<file path="src/sv/sat_pkg.sv">
// Shared types, constants and command/status structs of the sorted address table.
// Used by every other file of the block; depends on nothing.
package sat_pkg;

  localparam int TABLE_DEPTH    = 64;
  localparam int OWNER_BITS     = 8;
  localparam int ADDR_W         = $clog2(TABLE_DEPTH);
  localparam int COUNT_W        = $clog2(TABLE_DEPTH + 1);
  localparam int KEY_W          = 32;
  localparam int CMD_W          = 2;
  localparam int SERVER_W       = 8;
  localparam int STATUS_W       = 2;
  localparam int ENTRY_COUNT_W  = 7;

  localparam logic [CMD_W-1:0] CMD_LOOKUP = 2'd0;
  localparam logic [CMD_W-1:0] CMD_INSERT = 2'd1;
  localparam logic [CMD_W-1:0] CMD_REMOVE = 2'd2;

  localparam logic [STATUS_W-1:0] STAT_DONE      = 2'd0;
  localparam logic [STATUS_W-1:0] STAT_NOT_FOUND = 2'd1;
  localparam logic [STATUS_W-1:0] STAT_DUPLICATE = 2'd2;
  localparam logic [STATUS_W-1:0] STAT_FULL      = 2'd3;

  typedef struct packed {
    logic [KEY_W-1:0]      key;
    logic [OWNER_BITS-1:0] owner;
  } entry_t;

  typedef struct packed {
    logic start;
    logic probe;
    logic step;
    logic latch_result;
    logic shift_read;
    logic shift_write;
    logic finish_shift;
    logic load_out;
  } sat_cmd_t;

  typedef struct packed {
    logic lo_lt_hi;
    logic key_eq;
    logic shift_up;
    logic shift_down;
    logic shift_more;
  } sat_stat_t;

endpackage

</file>
<file path="src/sv/sat_ifs.sv">
// Request and response channel interfaces of the sorted address table.
// Depends on sat_pkg for field widths.
interface sat_req_if;
  logic                         valid;
  logic                         ready;
  logic [sat_pkg::CMD_W-1:0]    cmd;
  logic [sat_pkg::KEY_W-1:0]    host_address;
  logic [sat_pkg::SERVER_W-1:0] server_id;

  modport source (output valid, output cmd, output host_address, output server_id,
                  input ready);
  modport sink   (input valid, input cmd, input host_address, input server_id,
                  output ready);
endinterface

interface sat_rsp_if;
  logic                              valid;
  logic                              ready;
  logic                              found;
  logic [sat_pkg::SERVER_W-1:0]      owner_id;
  logic [sat_pkg::STATUS_W-1:0]      status;
  logic [sat_pkg::ENTRY_COUNT_W-1:0] entry_count;

  modport source (output valid, output found, output owner_id, output status,
                  output entry_count, input ready);
  modport sink   (input valid, input found, input owner_id, input status,
                  input entry_count, output ready);
endinterface

</file>
<file path="src/sv/sat_datapath.sv">
// Datapath of the sorted address table: entry memory, search bounds, shift index,
// result and output registers. Driven by sat_ctrl commands; depends on sat_pkg.
module sat_datapath (
  input  logic                              clk,
  input  logic                              rst,
  input  sat_pkg::sat_cmd_t                 cmd,
  output sat_pkg::sat_stat_t                stat,
  input  logic [sat_pkg::CMD_W-1:0]         req_cmd,
  input  logic [sat_pkg::KEY_W-1:0]         req_key,
  input  logic [sat_pkg::SERVER_W-1:0]      req_server,
  output logic                              found,
  output logic [sat_pkg::SERVER_W-1:0]      owner_id,
  output logic [sat_pkg::STATUS_W-1:0]      status,
  output logic [sat_pkg::ENTRY_COUNT_W-1:0] entry_count
);

  sat_pkg::entry_t mem [sat_pkg::TABLE_DEPTH];
  sat_pkg::entry_t rd_data;

  logic [sat_pkg::CMD_W-1:0]      op;
  logic [sat_pkg::KEY_W-1:0]      key;
  logic [sat_pkg::OWNER_BITS-1:0] owner_in;
  logic [sat_pkg::COUNT_W-1:0]    used;
  logic [sat_pkg::COUNT_W-1:0]    lo;
  logic [sat_pkg::COUNT_W-1:0]    hi;
  logic [sat_pkg::COUNT_W-1:0]    pos;
  logic [sat_pkg::COUNT_W-1:0]    idx;
  logic                           hit;
  logic [sat_pkg::OWNER_BITS-1:0] match_owner;
  logic                           res_found;
  logic [sat_pkg::OWNER_BITS-1:0] res_owner;
  logic [sat_pkg::STATUS_W-1:0]   res_status;

  logic [sat_pkg::COUNT_W-1:0]    mid;
  logic [sat_pkg::COUNT_W:0]      idx_inc;
  logic [sat_pkg::COUNT_W-1:0]    rd_ptr;
  logic [sat_pkg::ADDR_W-1:0]     rd_addr;
  logic                           rd_en;
  logic [sat_pkg::ADDR_W-1:0]     wr_addr;
  logic                           wr_en;
  sat_pkg::entry_t                wr_data;
  logic                           is_insert;
  logic                           is_remove;
  logic                           full;

  assign is_insert = (op == sat_pkg::CMD_INSERT);
  assign is_remove = (op == sat_pkg::CMD_REMOVE);
  assign full      = (used == sat_pkg::COUNT_W'(sat_pkg::TABLE_DEPTH));
  assign mid       = lo + ((hi - lo) >> 1);
  assign idx_inc   = {1'b0, idx} + 1'b1;

  assign stat.lo_lt_hi   = (lo < hi);
  assign stat.key_eq     = (rd_data.key == key);
  assign stat.shift_up   = is_insert && !hit && !full;
  assign stat.shift_down = is_remove && hit;
  assign stat.shift_more = is_insert ? (idx > pos) : (idx_inc < {1'b0, used});

  always_comb begin
    rd_en  = cmd.probe || cmd.shift_read;
    rd_ptr = mid;
    if (cmd.shift_read) begin
      rd_ptr = is_insert ? (idx - 1'b1) : idx_inc[sat_pkg::COUNT_W-1:0];
    end
    rd_addr = rd_ptr[sat_pkg::ADDR_W-1:0];

    wr_en   = cmd.shift_write || (cmd.finish_shift && is_insert);
    wr_addr = idx[sat_pkg::ADDR_W-1:0];
    wr_data = rd_data;
    if (cmd.finish_shift) begin
      wr_addr = pos[sat_pkg::ADDR_W-1:0];
      wr_data = '{key: key, owner: owner_in};
    end
  end

  always_ff @(posedge clk) begin
    if (wr_en) begin
      mem[wr_addr] <= wr_data;
    end
    if (rd_en) begin
      rd_data <= mem[rd_addr];
    end
  end

  always_ff @(posedge clk) begin
    if (rst) begin
      used <= '0;
    end else if (cmd.finish_shift) begin
      used <= is_insert ? (used + 1'b1) : (used - 1'b1);
    end
  end

  always_ff @(posedge clk) begin
    if (cmd.start) begin
      op       <= req_cmd;
      key      <= req_key;
      owner_in <= sat_pkg::OWNER_BITS'(req_server);
      lo       <= '0;
      hi       <= used;
      hit      <= 1'b0;
    end
    if (cmd.probe) begin
      pos <= stat.lo_lt_hi ? mid : lo;
    end
    if (cmd.step) begin
      if (stat.key_eq) begin
        hit         <= 1'b1;
        match_owner <= rd_data.owner;
      end else if (rd_data.key < key) begin
        lo <= pos + 1'b1;
      end else begin
        hi <= pos;
      end
    end
    if (cmd.latch_result) begin
      res_found <= hit;
      res_owner <= hit ? match_owner : '0;
      if (is_insert) begin
        res_status <= hit ? sat_pkg::STAT_DUPLICATE :
                      (full ? sat_pkg::STAT_FULL : sat_pkg::STAT_DONE);
      end else begin
        res_status <= hit ? sat_pkg::STAT_DONE : sat_pkg::STAT_NOT_FOUND;
      end
      idx <= is_insert ? used : pos;
    end
    if (cmd.shift_write) begin
      idx <= is_insert ? (idx - 1'b1) : idx_inc[sat_pkg::COUNT_W-1:0];
    end
    if (cmd.load_out) begin
      found       <= res_found;
      owner_id    <= sat_pkg::SERVER_W'(res_owner);
      status      <= res_status;
      entry_count <= sat_pkg::ENTRY_COUNT_W'(used);
    end
  end

endmodule

</file>
<file path="src/sv/sat_ctrl.sv">
// Controller of the sorted address table: sequences search, shift and response.
// Issues sat_cmd_t to sat_datapath and reads sat_stat_t; depends on sat_pkg.
module sat_ctrl (
  input  logic               clk,
  input  logic               rst,
  input  logic               in_valid,
  output logic               in_ready,
  output logic               out_valid,
  input  logic               out_ready,
  output sat_pkg::sat_cmd_t  cmd,
  input  sat_pkg::sat_stat_t stat
);

  localparam logic [2:0] S_IDLE     = 3'd0;
  localparam logic [2:0] S_SEARCH   = 3'd1;
  localparam logic [2:0] S_COMPARE  = 3'd2;
  localparam logic [2:0] S_EXEC     = 3'd3;
  localparam logic [2:0] S_SHIFT_RD = 3'd4;
  localparam logic [2:0] S_SHIFT_WR = 3'd5;
  localparam logic [2:0] S_FINISH   = 3'd6;

  logic [2:0] state;
  logic [2:0] state_next;
  logic       out_free;

  assign in_ready = (state == S_IDLE);
  assign out_free = !out_valid || out_ready;

  always_comb begin
    cmd        = '0;
    state_next = state;
    case (state)
      S_IDLE: begin
        if (in_valid) begin
          cmd.start  = 1'b1;
          state_next = S_SEARCH;
        end
      end
      S_SEARCH: begin
        cmd.probe  = 1'b1;
        state_next = stat.lo_lt_hi ? S_COMPARE : S_EXEC;
      end
      S_COMPARE: begin
        cmd.step   = 1'b1;
        state_next = stat.key_eq ? S_EXEC : S_SEARCH;
      end
      S_EXEC: begin
        cmd.latch_result = 1'b1;
        state_next = (stat.shift_up || stat.shift_down) ? S_SHIFT_RD : S_FINISH;
      end
      S_SHIFT_RD: begin
        if (stat.shift_more) begin
          cmd.shift_read = 1'b1;
          state_next     = S_SHIFT_WR;
        end else begin
          cmd.finish_shift = 1'b1;
          state_next       = S_FINISH;
        end
      end
      S_SHIFT_WR: begin
        cmd.shift_write = 1'b1;
        state_next      = S_SHIFT_RD;
      end
      S_FINISH: begin
        if (out_free) begin
          cmd.load_out = 1'b1;
          state_next   = S_IDLE;
        end
      end
      default: begin
        state_next = S_IDLE;
      end
    endcase
  end

  always_ff @(posedge clk) begin
    if (rst) begin
      state     <= S_IDLE;
      out_valid <= 1'b0;
    end else begin
      state <= state_next;
      if (cmd.load_out) begin
        out_valid <= 1'b1;
      end else if (out_ready) begin
        out_valid <= 1'b0;
      end
    end
  end

endmodule

</file>
<file path="src/sv/sorted_address_table.sv">
// Sorted address table: up to 64 IPv4 keys in ascending order, each with an owner id.
// Top level; joins sat_ctrl and sat_datapath to the request and response channels.
//
// Usage:
//   req carries one request: cmd (lookup, insert, remove; code 3 acts as lookup),
//   host_address and server_id. rsp returns exactly one response per request:
//   found, owner_id, status and entry_count after the operation.
//   Requests are taken one at a time; req.ready is high only while the block is idle.
//   Each binary-search probe reads the entry memory once; an insert or remove that
//   changes the table also moves entries (at most 63), each with one read and one
//   write; an insert then writes the new entry before the response is loaded.
//   With rsp not stalled, the next request can be accepted in the cycle after the load.
//   The response sits in an output register, so the next request is accepted
//   while it waits; a stalled rsp holds the block only when the next response is
//   ready to load.
//   Reset (rst, synchronous) empties the table and drops any pending response.
//   No clearing pass is needed: data read beyond the count is never used.
module sorted_address_table (
  input logic      clk,
  input logic      rst,
  sat_req_if.sink   req,
  sat_rsp_if.source rsp
);

  sat_pkg::sat_cmd_t  cmd;
  sat_pkg::sat_stat_t stat;

  sat_ctrl u_ctrl (
    .clk       (clk),
    .rst       (rst),
    .in_valid  (req.valid),
    .in_ready  (req.ready),
    .out_valid (rsp.valid),
    .out_ready (rsp.ready),
    .cmd       (cmd),
    .stat      (stat)
  );

  sat_datapath u_datapath (
    .clk         (clk),
    .rst         (rst),
    .cmd         (cmd),
    .stat        (stat),
    .req_cmd     (req.cmd),
    .req_key     (req.host_address),
    .req_server  (req.server_id),
    .found       (rsp.found),
    .owner_id    (rsp.owner_id),
    .status      (rsp.status),
    .entry_count (rsp.entry_count)
  );

endmodule

</file>
<file path="src/flat_wrapper.sv">
// flat-port wrapper written by rule: the top's interface ports become plain ports
module sorted_address_table_flat 
  (clk, rst, req_valid, req_cmd, req_host_address, req_server_id, req_ready, rsp_valid, rsp_found, rsp_owner_id, rsp_status, rsp_entry_count, rsp_ready);
  sat_req_if req_i ();
  sat_rsp_if rsp_i ();
  input logic clk;
  input logic rst;
  input wire logic [$bits(req_i.valid)-1:0] req_valid;
  input wire logic [$bits(req_i.cmd)-1:0] req_cmd;
  input wire logic [$bits(req_i.host_address)-1:0] req_host_address;
  input wire logic [$bits(req_i.server_id)-1:0] req_server_id;
  output wire logic [$bits(req_i.ready)-1:0] req_ready;
  output wire logic [$bits(rsp_i.valid)-1:0] rsp_valid;
  output wire logic [$bits(rsp_i.found)-1:0] rsp_found;
  output wire logic [$bits(rsp_i.owner_id)-1:0] rsp_owner_id;
  output wire logic [$bits(rsp_i.status)-1:0] rsp_status;
  output wire logic [$bits(rsp_i.entry_count)-1:0] rsp_entry_count;
  input wire logic [$bits(rsp_i.ready)-1:0] rsp_ready;
  assign req_i.valid = req_valid;
  assign req_i.cmd = req_cmd;
  assign req_i.host_address = req_host_address;
  assign req_i.server_id = req_server_id;
  assign req_ready = req_i.ready;
  assign rsp_valid = rsp_i.valid;
  assign rsp_found = rsp_i.found;
  assign rsp_owner_id = rsp_i.owner_id;
  assign rsp_status = rsp_i.status;
  assign rsp_entry_count = rsp_i.entry_count;
  assign rsp_i.ready = rsp_ready;
  sorted_address_table u_core (.clk(clk), .rst(rst), .req(req_i), .rsp(rsp_i));
endmodule
</file>
<file path="config.mk">
export PLATFORM = sky130hd
export DESIGN_NAME = sorted_address_table_flat
export DESIGN_NICKNAME = d
export VERILOG_FILES = /design/src/sv/sat_pkg.sv /design/src/sv/sat_ifs.sv /design/src/sv/sat_datapath.sv /design/src/sv/sat_ctrl.sv /design/src/sv/sorted_address_table.sv /design/src/flat_wrapper.sv
export SDC_FILE = /design/constraint.sdc
export NUM_CORES = 2
export LEC_CHECK = 0
export BUFFER_PORTS_ARGS = -buffer_cell sky130_fd_sc_hd__buf_2
export CAP_MARGIN = 20
export CELL_PAD_IN_SITES_DETAIL_PLACEMENT = 0
export CELL_PAD_IN_SITES_GLOBAL_PLACEMENT = 1
export CORE_ASPECT_RATIO = 1.4
export CORE_MARGIN = 4
export CORE_UTILIZATION = 25
export CTS_CLUSTER_SIZE = 20
export DETAILED_ROUTE_END_ITERATION = 10
export PLACE_DENSITY_LB_ADDON = 0.1
export SYNTH_ARGS = -nofsm -noshare
export SYNTH_HDL_FRONTEND = slang
export SYNTH_SLANG_ARGS = --single-unit
</file>
<file path="constraint.sdc">
create_clock -name clk -period 5.92 [get_ports clk]
set_input_delay 0.888 -clock clk [delete_from_list [all_inputs] [get_ports clk]]
set_output_delay 0.888 -clock clk [all_outputs]
set_load 0.03 [all_outputs]
</file>
==> reports/summary.txt <==
DRT antenna net count = 0
Max clock buf depth = 4
fin crit period = 5610 ps
Hold WS = 153 ps
DRC = 0
First-pass DRT Iterations = 6
TritonCTS clock tree = yes
WP depth = 17
Finished Layout Cells = 13300
DIE HEIGHT = 786 um
Total GRT Usage = 0.199
number of cell rows = 285
initial core utilization = 0.251
Root Driver = clkbuf_16
DP Cell Count = 12700
worst skew pair latency = 920 ps
EDFF count, synth = 2693
share of layout cells above drive strength 1 = 0.156
input/output buffers = 65
CP startpoint kind = flip-flop
worst-margin pin slew = 1160 ps
core box area = 431000 sq um
Critical-path top delay cell = buf_4
Seq/Total Area, Yosys = 0.752
clock skew after layout = 66.1 ps
Tcrit/Tclk final = 0.947
via count = 64700
Die W = 564 um
most frequent cells in the layout = edfxtp_1, nand2_1, mux2i_1, nand3_1, clkbuf_16
Layout Nets = 7393
status = finished, final reports clean
Most used DFF post-synth = edfxtp_1
largest family of logic cells by synthesized area = simple AND/OR/NAND/NOR gates
Setup crit end = u_core.u_datapath.rd_data[31]
total negative slack = 0 ps
maxcap violations = 0
Fmax = 178 MHz
worst path bufs/invs = 3
maximum level of the CTS H-tree = 5
global-route wire length before repair = 604000 um
setup violators final = 0
vias in the first global route = 64900
initial DRC count = 6004
Post-Synth Simple-Gate Area = 0.0774
most common cell after layout, fill and taps aside = edfxtp_1
post-DP HPWL = 270000 um
Clk pin slew, worst setup/hold paths = 60 ps
# hold bufs at CTS = 0
Critical R2R Capture = u_core.u_datapath.rd_data[31]
XOR/XNOR Fraction of Synth Area = 0.00243
fillers = 43000
die area = 443000 sq um
max-slew violations = 0
compound-gate portion of the synthesized area = 0.0629
Register Area = 81400 sq um
largest net degree at the start of global routing = 79
RSZ-0062 raised after global routing = false
routed vias/inst = 4.88
Reg2Reg Depth = 17
Mean Syn Cell Area = 15.7 sq um
Multi-input gate area = 25400 sq um
drt total wl = 454000 um
endpoints failing hold = 0
CTS sink count = 2719
post-synthesis adder-cell area fraction = 0.00819
wire per inst = 34.2 um
CP endpoint kind = flip-flop
Setup CP Type = flip-flop to flip-flop
Mapped Area = 108000 sq um
relative slew slack = 0.227
WP data required = 6560 ps
total grt overflow = 0
ys async rst share = 0
number of I/O pins = 66
synth unique cells = 86
critical path arrival = 6250 ps
Layout Area Growth over Synthesis = 19.2%
worst min-delay path startpoint = req_host_address[23]
hold crit path type = input port to flip-flop
post-synth net total = 7002
RR Startpoint = u_core.u_datapath.idx[0]
Crit Path Max Fanout = 55
GP Congestion = 0.793
synthesized flop and latch total = 2719
R2R Setup Slk = 310 ps
CTS buffer count = 294
Ys Warns = 0
CP Cell Sequence = and3_1 > nand3_1 > xnor2_1 > ha_1 > a21o_1 > a211oi_2 > nand3_2 > o21a_2 > buf_4 > o21ai_4 > buf_12 > buf_4 > nand2_1 > nand3_1 > a31oi_1 > or3_1 > a221oi_1
CP delay by family, top = compound AO/OA/AOI/OAI gates
post-synthesis mux area share = 0.0742
Crit path largest cell delay = 620 ps
initial antenna violation count = 36
Mapped Cells = 6887
Critical path origin = u_core.u_datapath.idx[0]
cells in the mapped netlist, drive strengths merged (43+ instances only):
| library cell | instances | area share |
|---|---|---|
| edfxtp | 2693 | 0.75 |
| nand2 | 1187 | 0.041 |
| mux2i | 547 | 0.051 |
| nand3 | 413 | 0.019 |
| buf | 274 | 0.015 |
| o221ai | 239 | 0.019 |
| a21oi | 211 | 0.0098 |
| clkbuf | 137 | 0.0048 |
| nor2 | 137 | 0.0048 |
| o21ai | 128 | 0.0060 |
| a31oi | 120 | 0.0069 |
| mux4 | 102 | 0.021 |
| inv | 77 | 0.0027 |
| ha | 66 | 0.0076 |
| a311oi | 47 | 0.0038 |
| and3 | 43 | 0.0025 |
registers in the layout, indices dropped and copies added (netlist names):
| signal | flops |
|---|---|
| u_core.u_ctrl.out_valid | 1 |
| u_core.u_ctrl.state | 3 |
| u_core.u_datapath.entry_count | 7 |
| u_core.u_datapath.found | 1 |
| u_core.u_datapath.hi | 7 |
| u_core.u_datapath.hit | 1 |
| u_core.u_datapath.idx | 7 |
| u_core.u_datapath.key | 32 |
| u_core.u_datapath.lo | 7 |
| u_core.u_datapath.match_owner | 8 |
| u_core.u_datapath.mem | 2560 |
| u_core.u_datapath.op | 2 |
| u_core.u_datapath.owner_id | 8 |
| u_core.u_datapath.owner_in | 8 |
| u_core.u_datapath.pos | 7 |
| u_core.u_datapath.rd_data | 40 |
| u_core.u_datapath.res_found | 1 |
| u_core.u_datapath.res_owner | 8 |
| u_core.u_datapath.res_status | 2 |
| u_core.u_datapath.status | 2 |
| u_core.u_datapath.used | 7 |
per-layer routing:
metal | wire length [um] | vias to the layer above | track usage | share of wire
li1 | - | 27600 | - | -
met3 | 18900 | 515 | 0.0234 | 0.042
met5 | 0 | - | 0 | 0
met1 | 187000 | 34800 | 0.251 | 0.41
met2 | 234000 | 1715 | 0.360 | 0.52
met4 | 13000 | 0 | 0.0535 | 0.029
per-stage QoR:
stage | cell area [sq um] | setup WS [ps] | utilization
floorplan | 108000 | 19.0 | -
global placement | 120000 | 57.0 | 0.277
detailed placement | 120000 | 45.8 | 0.278
CTS | 129000 | 41.7 | 0.299
global route | 129000 | 45.6 | 0.299
finish | 129000 | 311 | 0.299
logic make-up after synthesis:
group / after synthesis
compound gates: 963
xor+xnor: 30
fa+ha+maj: 69
buf+inv: 490
flops: 2719
mux: 668
simple gates: 1948
cell type report:
type,count,share of cell area
Sequential cell,2719,0.631
Tap cell,5740,0.0557
Timing Repair Buffer,506,0.0427
Inverter,79,0.00230
Clock inverter,153,0.0107
Antenna cell,12,0.000233
Clock buffer,375,0.0608
Multi-Input combinational cell,3678,0.197
how the worst min path moves through the flow:
stage          cells after the start                            end  slack, ps
6_report                           1      u_core.u_datapath.key[23]        150
5_1_grt                            1      u_core.u_datapath.key[23]        110
4_1_cts                            1      u_core.u_datapath.key[23]         70
3_5_place_dp                       0        u_core.u_datapath.found        410
3_3_place_gp                       0  u_core.u_datapath.owner_id[6]        400
2_1_floorplan                      0        u_core.u_datapath.found        400
what timing repair did:
action | 4_1_cts | 5_1_grt
gates resized for setup | 0 | 1
buffers inserted | 0 | 3
endpoints found under the setup margin | 0 | 2
endpoints found under the hold margin | 0 | 0
Power is left out: the tool's default activity adds up to more than one toggle a clock period on the data nets, which glitch-free logic cannot reach.
